==> src/design/lpa_pkg.sv <==
`default_nettype none
// ----------------------------------------------------------------------------
// lpa_pkg: shared types and constants of the LED pulse animator
// Transaction payloads, configuration set, animation state and mode codes.
// ----------------------------------------------------------------------------
package lpa_pkg;

	localparam int LevelMax = 255;

	localparam logic [1:0] MODE_IDLE        = 2'd0;
	localparam logic [1:0] MODE_PULSING     = 2'd1;
	localparam logic [1:0] MODE_TURNING_OFF = 2'd2;

	localparam logic [1:0] REG_PULSE_TARGET      = 2'd0;
	localparam logic [1:0] REG_FADE_STEP         = 2'd1;
	localparam logic [1:0] REG_PULSE_INTERVAL_MS = 2'd2;

	localparam logic signed [8:0] STEP_MIN_RAW     = -9'sd256;
	localparam logic signed [8:0] STEP_MIN_CLAMPED = -9'sd255;

	typedef struct packed {
		logic        req_type;
		logic [31:0] now_ms;
	} lpa_in_t;

	typedef struct packed {
		logic [7:0] pwm_level;
		logic [1:0] anim_mode;
	} lpa_out_t;

	typedef struct packed {
		logic [7:0]        pulse_target;
		logic signed [8:0] fade_step;
		logic [15:0]       pulse_interval_ms;
	} lpa_cfg_t;

	typedef struct packed {
		logic [1:0]         mode;
		logic signed [10:0] brightness;
		logic signed [8:0]  current_step;
		logic [7:0]         pulses_done;
		logic [31:0]        last_step_time;
	} lpa_state_t;

endpackage
`default_nettype wire

==> src/design/lpa_core.sv <==
`default_nettype none
// ----------------------------------------------------------------------------
// lpa_core: next-state and result logic of the LED pulse animator
// Applies one call (start request and service) to the current state.
// ----------------------------------------------------------------------------
module lpa_core (
	input  var lpa_pkg::lpa_state_t cur_state,
	input  var lpa_pkg::lpa_in_t    item,
	input  var lpa_pkg::lpa_cfg_t   cfg,
	output var lpa_pkg::lpa_state_t nxt_state,
	output var lpa_pkg::lpa_out_t   result
);

	lpa_pkg::lpa_state_t st;
	logic [31:0]         elapsed;
	logic signed [11:0]  sum;
	logic signed [11:0]  level_max;

	assign level_max = 12'(lpa_pkg::LevelMax);

	// start request, taken only in idle
	always_comb begin
		st = cur_state;
		if (item.req_type && cur_state.mode == lpa_pkg::MODE_IDLE) begin
			st.pulses_done    = 8'd0;
			st.last_step_time = item.now_ms;
			st.brightness     = 11'sd0;
			st.current_step   = (cfg.fade_step == lpa_pkg::STEP_MIN_RAW) ?
				lpa_pkg::STEP_MIN_CLAMPED : cfg.fade_step;
			st.mode           = lpa_pkg::MODE_PULSING;
		end
	end

	assign elapsed = item.now_ms - st.last_step_time;
	assign sum     = {st.brightness[10], st.brightness} +
		{{3{st.current_step[8]}}, st.current_step};

	// service
	always_comb begin
		nxt_state = st;
		unique case (st.mode)
			lpa_pkg::MODE_PULSING: begin
				if (st.pulses_done < cfg.pulse_target) begin
					if (elapsed >= {16'd0, cfg.pulse_interval_ms}) begin
						nxt_state.last_step_time = item.now_ms;
						nxt_state.brightness     = sum[10:0];
						if (sum <= 12'sd0 || sum >= level_max) begin
							nxt_state.current_step = -st.current_step;
							if (sum <= 12'sd0) begin
								nxt_state.pulses_done = st.pulses_done + 8'd1;
							end
						end
					end
				end else begin
					nxt_state.mode = lpa_pkg::MODE_TURNING_OFF;
				end
			end
			lpa_pkg::MODE_TURNING_OFF: begin
				nxt_state.brightness = 11'sd0;
				nxt_state.mode       = lpa_pkg::MODE_IDLE;
			end
			default: begin
				nxt_state.mode = lpa_pkg::MODE_IDLE;
				if (st.brightness < 11'(lpa_pkg::LevelMax)) begin
					nxt_state.brightness = st.brightness + 11'sd1;
				end
			end
		endcase
	end

	// saturate to the duty range
	always_comb begin
		result.anim_mode = nxt_state.mode;
		if (nxt_state.brightness < 11'sd0) begin
			result.pwm_level = 8'd0;
		end else if (nxt_state.brightness > 11'(lpa_pkg::LevelMax)) begin
			result.pwm_level = 8'(lpa_pkg::LevelMax);
		end else begin
			result.pwm_level = nxt_state.brightness[7:0];
		end
	end

endmodule
`default_nettype wire

==> src/design/led_pulse_animator.sv <==
`default_nettype none
// ----------------------------------------------------------------------------
// led_pulse_animator: breathing-fade LED pulse animator
// Idle, pulsing and turning-off modes driven by calls carrying millisecond time.
// ----------------------------------------------------------------------------
//  channel  handshake             payload
//  in       in_valid / in_ready   in_data   (req_type, now_ms)
//  out      out_valid / out_ready out_data  (pwm_level, anim_mode)
//  cfg      cfg_valid / cfg_ready cfg_index, cfg_data (always ready)
//
//  One transaction per clock while results are taken. Each accepted transaction is
//  held in an input register and resolved combinationally by the next-state logic,
//  which writes the animation state and result register and raises out_valid.
//  A stalled result holds the input register; in_ready drops only when both are full.
//  Reset clears the handshake and animation state and restores the configuration
//  defaults.
// ----------------------------------------------------------------------------
module led_pulse_animator (
	input  var logic              clk,
	input  var logic              arst_n,
	input  var logic              in_valid,
	output var logic              in_ready,
	input  var lpa_pkg::lpa_in_t  in_data,
	output var logic              out_valid,
	input  var logic              out_ready,
	output var lpa_pkg::lpa_out_t out_data,
	input  var logic              cfg_valid,
	output var logic              cfg_ready,
	input  var logic [1:0]        cfg_index,
	input  var logic [15:0]       cfg_data
);

	lpa_pkg::lpa_cfg_t   cfg_q;
	lpa_pkg::lpa_state_t state_q;
	lpa_pkg::lpa_state_t state_nxt;
	lpa_pkg::lpa_in_t    item_s1;
	lpa_pkg::lpa_out_t   result;
	lpa_pkg::lpa_out_t   out_q;
	logic                valid_s1;
	logic                out_valid_q;
	logic                advance;

	assign advance   = valid_s1 && (!out_valid_q || out_ready);
	assign in_ready  = !valid_s1 || advance;
	assign cfg_ready = 1'b1;
	assign out_valid = out_valid_q;
	assign out_data  = out_q;

	always_ff @(posedge clk or negedge arst_n) begin
		if (!arst_n) begin
			cfg_q.pulse_target      <= 8'd1;
			cfg_q.fade_step         <= 9'sd5;
			cfg_q.pulse_interval_ms <= 16'd10;
		end else if (cfg_valid) begin
			unique case (cfg_index)
				lpa_pkg::REG_PULSE_TARGET:      cfg_q.pulse_target <= cfg_data[7:0];
				lpa_pkg::REG_FADE_STEP:         cfg_q.fade_step <= cfg_data[8:0];
				lpa_pkg::REG_PULSE_INTERVAL_MS: cfg_q.pulse_interval_ms <= cfg_data;
				default: begin
				end
			endcase
		end
	end

	always_ff @(posedge clk or negedge arst_n) begin
		if (!arst_n) begin
			valid_s1 <= 1'b0;
		end else if (in_valid && in_ready) begin
			valid_s1 <= 1'b1;
		end else if (advance) begin
			valid_s1 <= 1'b0;
		end
	end

	always_ff @(posedge clk) begin
		if (in_valid && in_ready) begin
			item_s1 <= in_data;
		end
	end

	lpa_core u_core (
		.cur_state (state_q),
		.item      (item_s1),
		.cfg       (cfg_q),
		.nxt_state (state_nxt),
		.result    (result)
	);

	always_ff @(posedge clk or negedge arst_n) begin
		if (!arst_n) begin
			state_q.mode           <= lpa_pkg::MODE_IDLE;
			state_q.brightness     <= 11'sd0;
			state_q.current_step   <= 9'sd0;
			state_q.pulses_done    <= 8'd0;
			state_q.last_step_time <= 32'd0;
		end else if (advance) begin
			state_q <= state_nxt;
		end
	end

	always_ff @(posedge clk or negedge arst_n) begin
		if (!arst_n) begin
			out_valid_q <= 1'b0;
		end else if (advance) begin
			out_valid_q <= 1'b1;
		end else if (out_ready) begin
			out_valid_q <= 1'b0;
		end
	end

	always_ff @(posedge clk) begin
		if (advance) begin
			out_q <= result;
		end
	end

	a_ready_low_full: assert property (@(posedge clk) disable iff (!arst_n)
		!in_ready |-> (valid_s1 && out_valid_q && !out_ready))
		else $error("in_ready low without a stalled result");

	a_stall_holds_state: assert property (@(posedge clk) disable iff (!arst_n)
		(out_valid_q && !out_ready) |=> $stable(state_q))
		else $error("animation state moved during an output stall");

	a_turn_off_clears: assert property (@(posedge clk) disable iff (!arst_n)
		(advance && state_q.mode == lpa_pkg::MODE_TURNING_OFF) |=>
		(state_q.brightness == 11'sd0 && state_q.mode == lpa_pkg::MODE_IDLE))
		else $error("turning off did not clear brightness");

	a_step_in_range: assert property (@(posedge clk) disable iff (!arst_n)
		state_q.current_step != lpa_pkg::STEP_MIN_RAW)
		else $error("fade step reached the unreversible minimum");

endmodule
`default_nettype wire

==> config.mk <==
export PLATFORM = sky130hd
export DESIGN_NAME = led_pulse_animator
export DESIGN_NICKNAME = d
export VERILOG_FILES = /design/src/design/lpa_pkg.sv /design/src/design/lpa_core.sv /design/src/design/led_pulse_animator.sv
export SDC_FILE = /design/constraint.sdc
export NUM_CORES = 1
export LEC_CHECK = 0
export ABC_AREA = 1
export BUFFER_PORTS_ARGS = -buffer_cell sky130_fd_sc_hd__buf_2
export CAP_MARGIN = 40
export CORE_MARGIN = 2
export CORE_UTILIZATION = 50
export CTS_BUF_LIST = sky130_fd_sc_hd__clkbuf_4 sky130_fd_sc_hd__clkbuf_8
export CTS_CLUSTER_DIAMETER = 120
export DETAILED_ROUTE_END_ITERATION = 12
export PLACE_DENSITY_LB_ADDON = 0.05
export SLEW_MARGIN = 10
export SYNTH_ARGS = -nofsm -noshare
export SYNTH_HDL_FRONTEND = slang
export SYNTH_SLANG_ARGS = --single-unit
==> constraint.sdc <==
create_clock -name clk -period 8.1 [get_ports clk]
set_input_delay 1.62 -clock clk [delete_from_list [all_inputs] [get_ports clk]]
set_output_delay 1.62 -clock clk [all_outputs]
set_load 0.05 [all_outputs]
=== Yosys cells after proc, flatten, opt, wreduce, memory -nomap -nowiden ===
Index checks and enable logic that the tools add are counted.

* Flip-flop bits (word level): 140
* Bits of input ports: 56
* Output and inout bits: 13
* Logic and storage cells: 61

* Add/sub/neg operators: 5
* Magnitude comparators: 7
* Equality and inequality tests: 5
* Multiplexer cells: 15
* Reduce and logical (&&, ||, !) cells: 15

{| class="wikitable"
|+ Operators by type and width
! cell !! count
|-
| $mux 60 || 2
|-
| $mux 62 || 1
|-
| $mux 49 || 1
|-
| $ge 32x16->1 || 1
|-
| $sub 32x32->32 || 1
|-
| $pmux 13 s2 || 1
|-
| $mux 17 || 1
|-
| $mux 8 || 2
|-
| $add 11x9->12 || 1
|-
| $ge 12x9->1 const B || 1
|-
| $le 12x1->1 const B || 1
|-
| $add 11x2->11 const B || 1
|-
| $gt 11x9->1 const B || 1
|-
| $lt 11x1->1 const B || 1
|-
| $lt 11x9->1 const B || 1
|-
| $mux 11 || 1
|-
| $eq 9x9->1 const B || 1
|-
| $mux 9 || 1
|-
| $neg 9->9 || 1
|-
| $add 8x1->8 const B || 1
|-
| $lt 8x8->1 || 1
|-
| $reduce_and 2->1 || 3
|-
| $eq 2x1->1 const B || 2
|-
| $eq 2x2->1 const B || 2
|-
| 7 further kinds || 17
|}

=== Longest topological paths before layout ===
Gate-level depths: netlist (run 1).

* Depth after elaboration: 12
* Gate-level depth with buffers: 38
* Gate-level depth less buffers: 33

=== Modules after synthesis ===
From an unflattened synthesis (run 1), not the netlist that was laid out.

* Cells, all modules: 1535
* Area, all modules: 10780.3 sq um

{| class="wikitable"
|+ Modules (own cells, without submodules)
! module !! instances !! cells an instance !! area each (sq um) !! seq. area each (sq um)
|-
| lpa_core || 1 || 1065 || 5546.6 || 0.0
|-
| led_pulse_animator || 1 || 470 || 5233.8 || 3724.8
|}

=== Least setup slack after synthesis (run 1) ===
No wires, ideal clock.

* Path type: register to register
* Start: register item_s1[32] (netlist bit)
* End: register out_q, in the netlist out_data[2], data pin
* Setup time: 0.264 ns
* Data arrival time: 4.412 ns
* Data required time: 7.836 ns
* Slack: 3.424 ns
* Stages on the path, launching flop included: 34
* Buffers on the path: 5
* Period minus slack after synthesis: 4.676 ns
* Cells stage by stage: edfxtp_1 -> nand2_4 -> buf_6 -> clkbuf_1 -> clkbuf_1 -> buf_1 -> o21ai_0 -> ha_1 -> inv_1 -> nand3_1 -> o21ai_1 -> nand2_1 -> nand2_1 -> nand2_1 -> nand2_1 -> xor2_1 -> ha_1 -> a21oi_1 -> nor3_1 -> a211oi_1 -> nand2_1 -> a21oi_1 -> nand3_1 -> nor2_1 -> nand3_1 -> nor2_1 -> nand2_2 -> nand2_2 -> buf_6 -> nand2_1 -> nand3_1 -> nand2_1 -> nor2_4 -> a21oi_1

* Cells in the longest elaborated chain, start to end: 9
* Elaborated cells on any way between the ends: 17
* Classes of those cells: add/sub: 3; order compare: 5; eq/ne: 2; mux: 6; reduce/logical: 1

{| class="wikitable"
|+ RTL lines
! item !! RTL line !! source
|-
| start: declaration || led_pulse_animator.sv:36 || <nowiki>lpa_pkg::lpa_in_t item_s1;</nowiki>
|-
| start signal: assignment || led_pulse_animator.sv:77 || <nowiki>item_s1 <= in_data;</nowiki>
|-
| $logic_and 1x1->1 (*) || lpa_core.sv:24 || <nowiki>if (item.req_type && cur_state.mode == lpa_pkg::MODE_IDLE) begin</nowiki>
|-
| $mux 62 (*) || lpa_core.sv:24 ||
|-
| $sub 32x32->32 || lpa_core.sv:34 || <nowiki>assign elapsed = item.now_ms - st.last_step_time;</nowiki>
|-
| $ge 32x16->1 || lpa_core.sv:44 || <nowiki>if (elapsed >= {16'd0, cfg.pulse_interval_ms}) begin</nowiki>
|-
| $mux 60 || lpa_core.sv:44 ||
|-
| $mux 60 || lpa_core.sv:43 || <nowiki>if (st.pulses_done < cfg.pulse_target) begin</nowiki>
|-
| $pmux 13 s2 (*) || lpa_core.sv:41 || <nowiki>unique case (st.mode)</nowiki>
|-
| $gt 11x9->1 || lpa_core.sv:76 || <nowiki>end else if (nxt_state.brightness > 11'(lpa_pkg::LevelMax)) begin</nowiki>
|-
| $mux 8 || lpa_core.sv:76 ||
|-
| end signal: assignment || led_pulse_animator.sv:113 || <nowiki>out_q <= result;</nowiki>
|-
| end: declaration || led_pulse_animator.sv:38 || <nowiki>lpa_pkg::lpa_out_t out_q;</nowiki>
|}

Mark *: on every way between the ends. The rest lies on a longest branch, timed or not.
A chain may end at the register's enable or synchronous reset.

=== Worst setup path after layout (run 1) ===
* Start: register state_q[61] (netlist bit)
* End: register state_q[37] (netlist bit)

* Cells in the longest elaborated chain, start to end: 10
* Elaborated cells on any way between the ends: 17
* Classes of those cells: add/sub: 3; order compare: 4; eq/ne: 1; mux: 6; reduce/logical: 3

{| class="wikitable"
|+ RTL lines
! item !! RTL line !! source
|-
| start: declaration || led_pulse_animator.sv:34 || <nowiki>lpa_pkg::lpa_state_t state_q;</nowiki>
|-
| start signal: assignment || led_pulse_animator.sv:97 || <nowiki>state_q <= state_nxt;</nowiki>
|-
| $logic_not 2->1 || lpa_core.sv:24 ||
|-
| $logic_and 1x1->1 || lpa_core.sv:24 ||
|-
| $mux 62 (*) || lpa_core.sv:24 ||
|-
| parallel branches: the longest is 6 deep, another holds $sub 32x32->32 || - ||
|-
| $mux 49 (*) || lpa_core.sv:41 ||
|}

Mark *: on every way between the ends.

==> results.toml, run 1 <==
[yosys]
syn_nets = 1566
ys_ff_latch = 140
synth_top_area_share_pct = 22.6
synth_cell_types = 44
synth_top_area_cell = "dfrtp_1"
synth_seq_area_share_pct = 36.6
ys_warn_count = 0
syn_area_um2 = 10200
synth_edf_count = 43
synthArstFlopShare_pct = 69.3
avgSynthCellArea_um2 = 7.02
netlist_instances = 1450
synth_flop_cell = "dfrtp_1"
ys_top_cells_by_area = "dfrtp_1 23%, nand2_1 13%, edfxtp_1 13%"

[grt]
overflow = 0
antenna_found_initial = 1
grt_max_degree = 61
grt_pass1_wl_mm = 43.2
grt_pass1_vias = 8666
grt_usage_pct = 24.8

[detailed_routing]
postRouteAntennaNets = 0
drc_errors = 0
first_iter_violations = 540
postRouteWirelength_mm = 25.7
num_vias = 9219
first_pass_iters = 5
post_drt_wl_per_cell_um = 14.4
avgViaCountPerCell = 5.16

[sta]
setup_viol = 0
holdWs_ns = 0.486
tns_ns = 0
skew_ns = 0.0199
grt_setup_unrepaired = "no"
fin_ws_ns = 2.87
period_needed_ns = 5.23
max_freq_mhz = 191
slew_headroom_pct = 50.8
report.final.slew_viol_count = 0
period_share_pct = 64.5
hold_viol = 0
worst_slew_pin_slew_ns = 0.735

[setup_path]
crit_fanout = 60
slowest_stage = "nand2_2"
critPathKind = "register to register"
cpMostUsedCell = "nand2_1"
reg2regPathDepth = 30
cp_data_required_time_ns = 8.48
critical_path_arrival_ns = 5.61
end_kind = "register"
r2r-start = "state_q[61]$_DFFE_PN0P_"
timing.rr.end = "state_q[37]$_DFFE_PN0P_"
slowest_delay_ns = 0.45
startpoint_type = "register"
reg2reg_slack_ns = 2.87

[finish]
final_nets = 1620
final_cell_area_um2 = 11300
ff_latch_area_um2 = 3720
fill_cells = 1956
multi_input_area_um2 = 5350
area.growth.synth_to_final_pct = 10.6
drive_gt1_share_pct = 10.0

[outcome]
status = "complete, no violations"

[clock_tree]
cts_setup_buffers = 0
cts_buffer_depth = 2
clockRootBuffer = "clkbuf_8"
clk_pin_slew_ns = 0.10
numCtsBuffers = 17
cts_hold_buffers = 0
htree_levels = 4
cts_resized = 0
clock-sinks = 140
tritoncts = "yes"
clk_latency_ns = 0.45

[place]
dpl_cell_area_um2 = 10800
place.gp.congestion = 0.923
port_buffers = 67
hpwlAfterDp_mm = 19.8
post-place-ws_ns = 2.88

[power_and_ir_drop]
seqPwrFrac_pct = 24.0
switching_share_pct = 50.7
p_int_uw = 2160
clkPwrFrac_pct = 14.8
power.density_nw_per_um2 = 390
comb_power_share_pct = 61.3
power_switching_uw = 2230
p_leak_uw = 0.00569
finalPower_uw = 4390
ir_worst_vdd_mv = 0.181

[hold_path]
min_from = "state_q[44]$_DFFE_PN0P_"
worstHoldPathType = "register to register"
hold_path_end = "state_q[44]$_DFFE_PN0P_"
hold-path-cell-count = 2

[die]
rows = 52
start_util_pct = 50.6
coreArea_um2 = 20100
io_pins = 69
die_h_um = 147
dieWidth_um = 147
die_area_um2 = 21500

[run]
drv_cap = 0
[cell families (layout without fill, tap and decap cells)]
family | Yosys count | in the layout | share of synthesized area, %
AND/OR/NAND/NOR | 642 | 642 | 26.9
AO/OA/AOI/OAI | 285 | 285 | 14.9
buffers and inverters | 285 | 352 | 10.9
flip-flops | 140 | 140 | 36.6
adder cells (fa/ha/maj) | 60 | 60 | 7.45
XOR/XNOR | 32 | 32 | 2.75
multiplexers | 5 | 5 | 0.492
other | 1 | 2 | 0.0368
[power by group through the flow]
stage | clock network (µW) | registers (µW) | logic, µW
floorplan | 0 | 1130 | 1980
global placement | 0 | 1060 | 2610
detailed placement | 0 | 1060 | 2670
CTS | 666 | 1050 | 2680
global route | 694 | 1070 | 3090
finish | 649 | 1050 | 2690
[synth_stat cells, types with 7 or more instances]
cell and n:
nand2_1 366, inv_1 237, o21ai_0 147, nor2_1 112, dfrtp_1 92, a21oi_1 86, nand3_1 83, ha_1 59
edfxtp_1 43, xor2_1 30, nor3_1 26, clkbuf_1 24, nand4_1 17, o21ai_1 14, nand3_2 10, a31oi_1 8
buf_2 7, nor2_2 7, o22ai_1 7
[layout make-up]
class / instances / area share [%]
Sequential cell: 140 / 33.1
Clock inverter: 15 / 1.93
Tap cell: 270 / 3.00
Clock buffer: 17 / 2.08
Timing Repair Buffer: 76 / 4.20
Antenna cell: 1 / 0.0222
Multi-Input combinational cell: 1025 / 47.5
Inverter: 244 / 8.14
[layout by cell type, fill, tap and decap left out, drive strengths merged]
| cell | instances |
|---|---|
| dfrtp | 92 |
| ha | 59 |
| bufinv | 3 |
| a22oi | 1 |
| o21ai | 163 |
| conb | 1 |
| buf | 76 |
| xor2 | 30 |
| nand3b | 4 |
| diode | 1 |
| nor3 | 26 |
| nor4 | 6 |
| nand3 | 93 |
| fa | 1 |
| a31oi | 8 |
| xnor2 | 2 |
| o211ai | 4 |
| nand2 | 373 |
| a311oi | 1 |
| a211oi | 5 |
| nand4 | 17 |
| or2 | 2 |
| o22ai | 7 |
| a21oi | 87 |
| dfstp | 5 |
| a21boi | 4 |
| clkinv | 3 |
| o21bai | 5 |
| clkbuf | 17 |
| edfxtp | 43 |
| inv | 253 |
| nor2 | 121 |
| mux2i | 5 |
[per-layer routing]
metal	part of all wire, %	GRT usage [%]
met1	51	36.7
met2	44	39.0
met3	3.8	3.42
met4	1.2	5.58
met5	0	0
[sequential cells by signal, summed over array words and instances, names as in the netlist]
register / cells
cfg_q: 33
item_s1: 33
out_data: 10
out_valid: 1
state_q: 62
valid_s1: 1
[stage by stage]
stage / utilization (%) / instances
after floorplan: - / 1450
after global placement: 53.2 / 1751
after detailed placement: 53.7 / 1755
after CTS: 56.0 / 1787
after global routing: 56.0 / 1787
final: 56.0 / 1788
[worst max path at each step]
| stage | from | end | slack (ns) | cells after the start |
|---|---|---|---|---|
| finish | state_q[61]$_DFFE_PN0P_ | state_q[37]$_DFFE_PN0P_ | 2.87 | 30 |
| global route | state_q[61]$_DFFE_PN0P_ | state_q[38]$_DFFE_PN0P_ | 2.20 | 30 |
| CTS | state_q[61]$_DFFE_PN0P_ | state_q[37]$_DFFE_PN0P_ | 2.86 | 30 |
| detailed placement | state_q[61]$_DFFE_PN0P_ | state_q[37]$_DFFE_PN0P_ | 2.88 | 30 |
| global placement | state_q[61]$_DFFE_PN0P_ | state_q[38]$_DFFE_PN0P_ | 2.60 | 30 |
| floorplan | item_s1[32]$_DFFE_PP_ | out_data[2]$_SDFFCE_PP0P_ | 3.42 | 33 |
[critical path, delay by kind of cell (launching register included)]
kind | cells | cell delay, ns
AND/OR/NAND/NOR | 19 | 2.73
AO/OA/AOI/OAI | 5 | 0.88
adder cells (fa/ha/maj) | 2 | 0.48
flip-flops | 1 | 0.41
buffers and inverters | 2 | 0.37
XOR/XNOR | 2 | 0.30
Power figures use the tool's default switching activity.
==> inputs of run 2 (changes only) <==
--- a/config.mk
+++ b/config.mk
@@ -5,7 +5,7 @@
 export SDC_FILE = /design/constraint.sdc
 export NUM_CORES = 1
 export LEC_CHECK = 0
-export ABC_AREA = 1
+export ABC_AREA = 0
 export BUFFER_PORTS_ARGS = -buffer_cell sky130_fd_sc_hd__buf_2
 export CAP_MARGIN = 40
 export CORE_MARGIN = 2
==> constraint.sdc (replaced) <==
create_clock -name clk -period 4.35 [get_ports clk]
set_input_delay 0.87 -clock clk [delete_from_list [all_inputs] [get_ports clk]]
set_output_delay 0.87 -clock clk [all_outputs]
set_load 0.05 [all_outputs]
==> run 2 against run 1 <==
Net effect:
- the run now ends with negative setup slack left
- sequential share of layout area decreased by 6.1 points
- die area up 1.2%
- clock-buffer cell count unchanged
- synthesized cell count shrank 26%
- setup slack worse by 4.2 ns
- worst hold slack worse by 0.019 ns
- critical path depth decreased by 5
- power up 92%
- fmax down 7.5%
- non-clock buffer count rose by 269
- critical path type unchanged
- critical endpoint is now out_data[5]$_SDFFCE_PP0P_
- largest cell class unchanged
- largest power group unchanged
==> results.toml, run 2 <==
[die]
coreArea_um2 = 20200
dieWidth_um = 148
io_pins = 69
rows = 52
die_area_um2 = 21800
die_h_um = 148
start_util_pct = 50.9

[clock_tree]
clockRootBuffer = "clkbuf_8"
clk_latency_ns = 0.47
clk_pin_slew_ns = 0.09
tritoncts = "yes"
clock-sinks = 140
cts_hold_buffers = 0
htree_levels = 4
numCtsBuffers = 17
cts_buffer_depth = 2

[yosys]
synth_cell_types = 102
avgSynthCellArea_um2 = 9.54
synth_edf_count = 43
synthArstFlopShare_pct = 69.3
synth_top_area_cell = "dfrtp_1"
ys_warn_count = 0
synth.most_common_cell = "nand2_1"
syn_nets = 1196
ys_ff_latch = 140
synth_seq_area_share_pct = 36.2
synth_top_area_share_pct = 22.3
synth_flop_cell = "dfrtp_1"
syn_area_um2 = 10300
netlist_instances = 1080
synth_common_cells = "108 x nand2_1, 92 x dfrtp_1, 66 x inv_1, 59 x ha_1, 59 x nor2_1"
ys_top_cells_by_area = "dfrtp_1 22%, edfxtp_1 13%, ha_1 7.2%"

[detailed_routing]
first_iter_violations = 762
post_drt_wl_per_cell_um = 18.3
drc_errors = 0
num_vias = 9599
postRouteAntennaNets = 0
first_pass_iters = 5
postRouteWirelength_mm = 30.8
avgViaCountPerCell = 5.71

[setup_path]
startpoint_type = "register"
critical_path_arrival_ns = 5.86
startpoint = "state_q[61]$_DFFE_PN0P_"
critPathKind = "register to register"
end_kind = "register"
reg2reg_slack_ns = -1.30
crit_fanout = 5
reg2regPathDepth = 25
cp_data_required_time_ns = 4.56
crit_path_end = "out_data[5]$_SDFFCE_PP0P_"
timing.rr.end = "out_data[5]$_SDFFCE_PP0P_"
r2r-start = "state_q[61]$_DFFE_PN0P_"
slowest_stage = "or4b_4"
slowest_delay_ns = 0.58
cpMostUsedCell = "nand2_1"

[sta]
report.final.slew_viol_count = 0
skew_ns = 0.0201
worst_slew_pin_slew_ns = 0.793
period_share_pct = 130
max_freq_mhz = 177
period_needed_ns = 5.65
grt_setup_unrepaired = "yes"
holdWs_ns = 0.467
slew_headroom_pct = 47.2
fin_ws_ns = -1.30
setup_viol = 67
hold_viol = 0

[power_and_ir_drop]
comb_power_share_pct = 62.7
p_leak_uw = 0.00631
seqPwrFrac_pct = 23.1
power_switching_uw = 3570
clkPwrFrac_pct = 14.2
power.density_nw_per_um2 = 612
ir_worst_vdd_mv = 0.372
p_int_uw = 4860
switching_share_pct = 42.3
finalPower_uw = 8430

[finish]
regMostFlops = "state_q"
mostFrequentLayoutCell = "buf_4"
final_cell_mix = "265 x buf_4, 107 x nand2_1, 92 x dfrtp_1"
final_nets = 1515
largest_reg_flops = 62
drive_gt1_share_pct = 36.6
area.growth.synth_to_final_pct = 33.7
ff_latch_area_um2 = 3720
top_regs = "state_q (62), cfg_q (33), item_s1 (33)"
multi_input_area_um2 = 6440
n_antenna_cell = 0
fill_cells = 1648

[grt]
grt_pass1_vias = 9297
antenna_found_initial = 0
grt_usage_pct = 28.5
grt_max_degree = 57
grt_pass1_wl_mm = 49.0
overflow = 0

[place]
place.gp.congestion = 0.994
hpwlAfterDp_mm = 22.8
port_buffers = 67

[run]
drv_cap = 0

[outcome]
violations = "negative setup slack"
status = "finished, violations left"

[hold_path]
worstHoldPathType = "primary input to async pin"
-- run 2: critical path, delay by kind of cell, from the launching register on --
kind            cells  cell delay, ns
buf+inv             3            0.31
fa+ha+maj           3            0.61
flops               1            0.39
simple gates       10            2.24
xor+xnor            1            0.17
compound gates      8            1.67
-- run 2: how the worst min path moves through the flow --
stage	start	to	slack [ns]	depth (start not counted)
2_1_floorplan	state_q[48]$_DFFE_PN0P_	state_q[48]$_DFFE_PN0P_	0.45	2
3_3_place_gp	state_q[47]$_DFFE_PN0P_	state_q[47]$_DFFE_PN0P_	0.47	2
3_5_place_dp	state_q[44]$_DFFE_PN0P_	state_q[44]$_DFFE_PN0P_	0.47	2
4_1_cts	arst_n	state_q[8]$_DFFE_PN0P_	0.48	1
5_1_grt	arst_n	state_q[8]$_DFFE_PN0P_	0.52	1
6_report	arst_n	state_q[8]$_DFFE_PN0P_	0.47	1
-- run 2: power groups by stage --
stage / Sequential (µW) / Clock, µW / Combinational (µW)
after floorplan: 2050 / 0 / 2800
after global placement: 1950 / 0 / 4870
after detailed placement: 1960 / 0 / 4920
after CTS: 1940 / 1220 / 5040
after global routing: 1980 / 1280 / 5730
final: 1950 / 1200 / 5280
-- run 2: per-stage QoR --
step / cell area (µm²) / setup TNS (ns) / util, % / std cells / setup WS, ns
final: 13800 / -78.57 / 68.1 / 1682 / -1.30
after global routing: 13800 / -93.28 / 68.1 / 1682 / -1.51
after CTS: 13500 / -76.83 / 66.7 / 1672 / -1.27
after detailed placement: 12900 / -82.57 / 63.7 / 1633 / -1.46
after global placement: 12800 / -73.17 / 63.4 / 1631 / -1.31
after floorplan: 10500 / -103.69 / - / 1080 / -1.80
-- run 2: metal layers --
layer / GRT usage [%] / wire, µm
met1: 42.9 / 15100
met2: 43.3 / 13300
met3: 4.44 / 1910
met4: 6.83 / 553
met5: 0 / 0
-- run 2: cells by family after synthesis --
| kind of cell | Yosys count | synth area share (%) |
|---|---|---|
| xor+xnor | 53 | 4.58 |
| flops | 140 | 36.2 |
| simple gates | 348 | 17.7 |
| compound gates | 267 | 18.4 |
| fa+ha+maj | 69 | 8.26 |
| other cells | 1 | 0.0364 |
| buf+inv | 113 | 4.72 |
| mux | 89 | 10.2 |
-- run 2: repair_timing --
| item | CTS | global route |
|---|---|---|
| buffers inserted | 5 | 9 |
| gates resized for setup | 19 | 38 |
| pin swaps | 6 | 12 |
| setup endpoints to repair | 67 | 67 |
| gates cloned | 2 | 3 |
-- run 2: cell type report --
class	instances	share of cell area (%)
multi-input combinational	828	46.7
sequential	140	27.0
tap	270	2.45
clock buffer	17	1.70
clock inverter	15	1.49
timing repair buffer	345	18.8
inverter	67	1.83
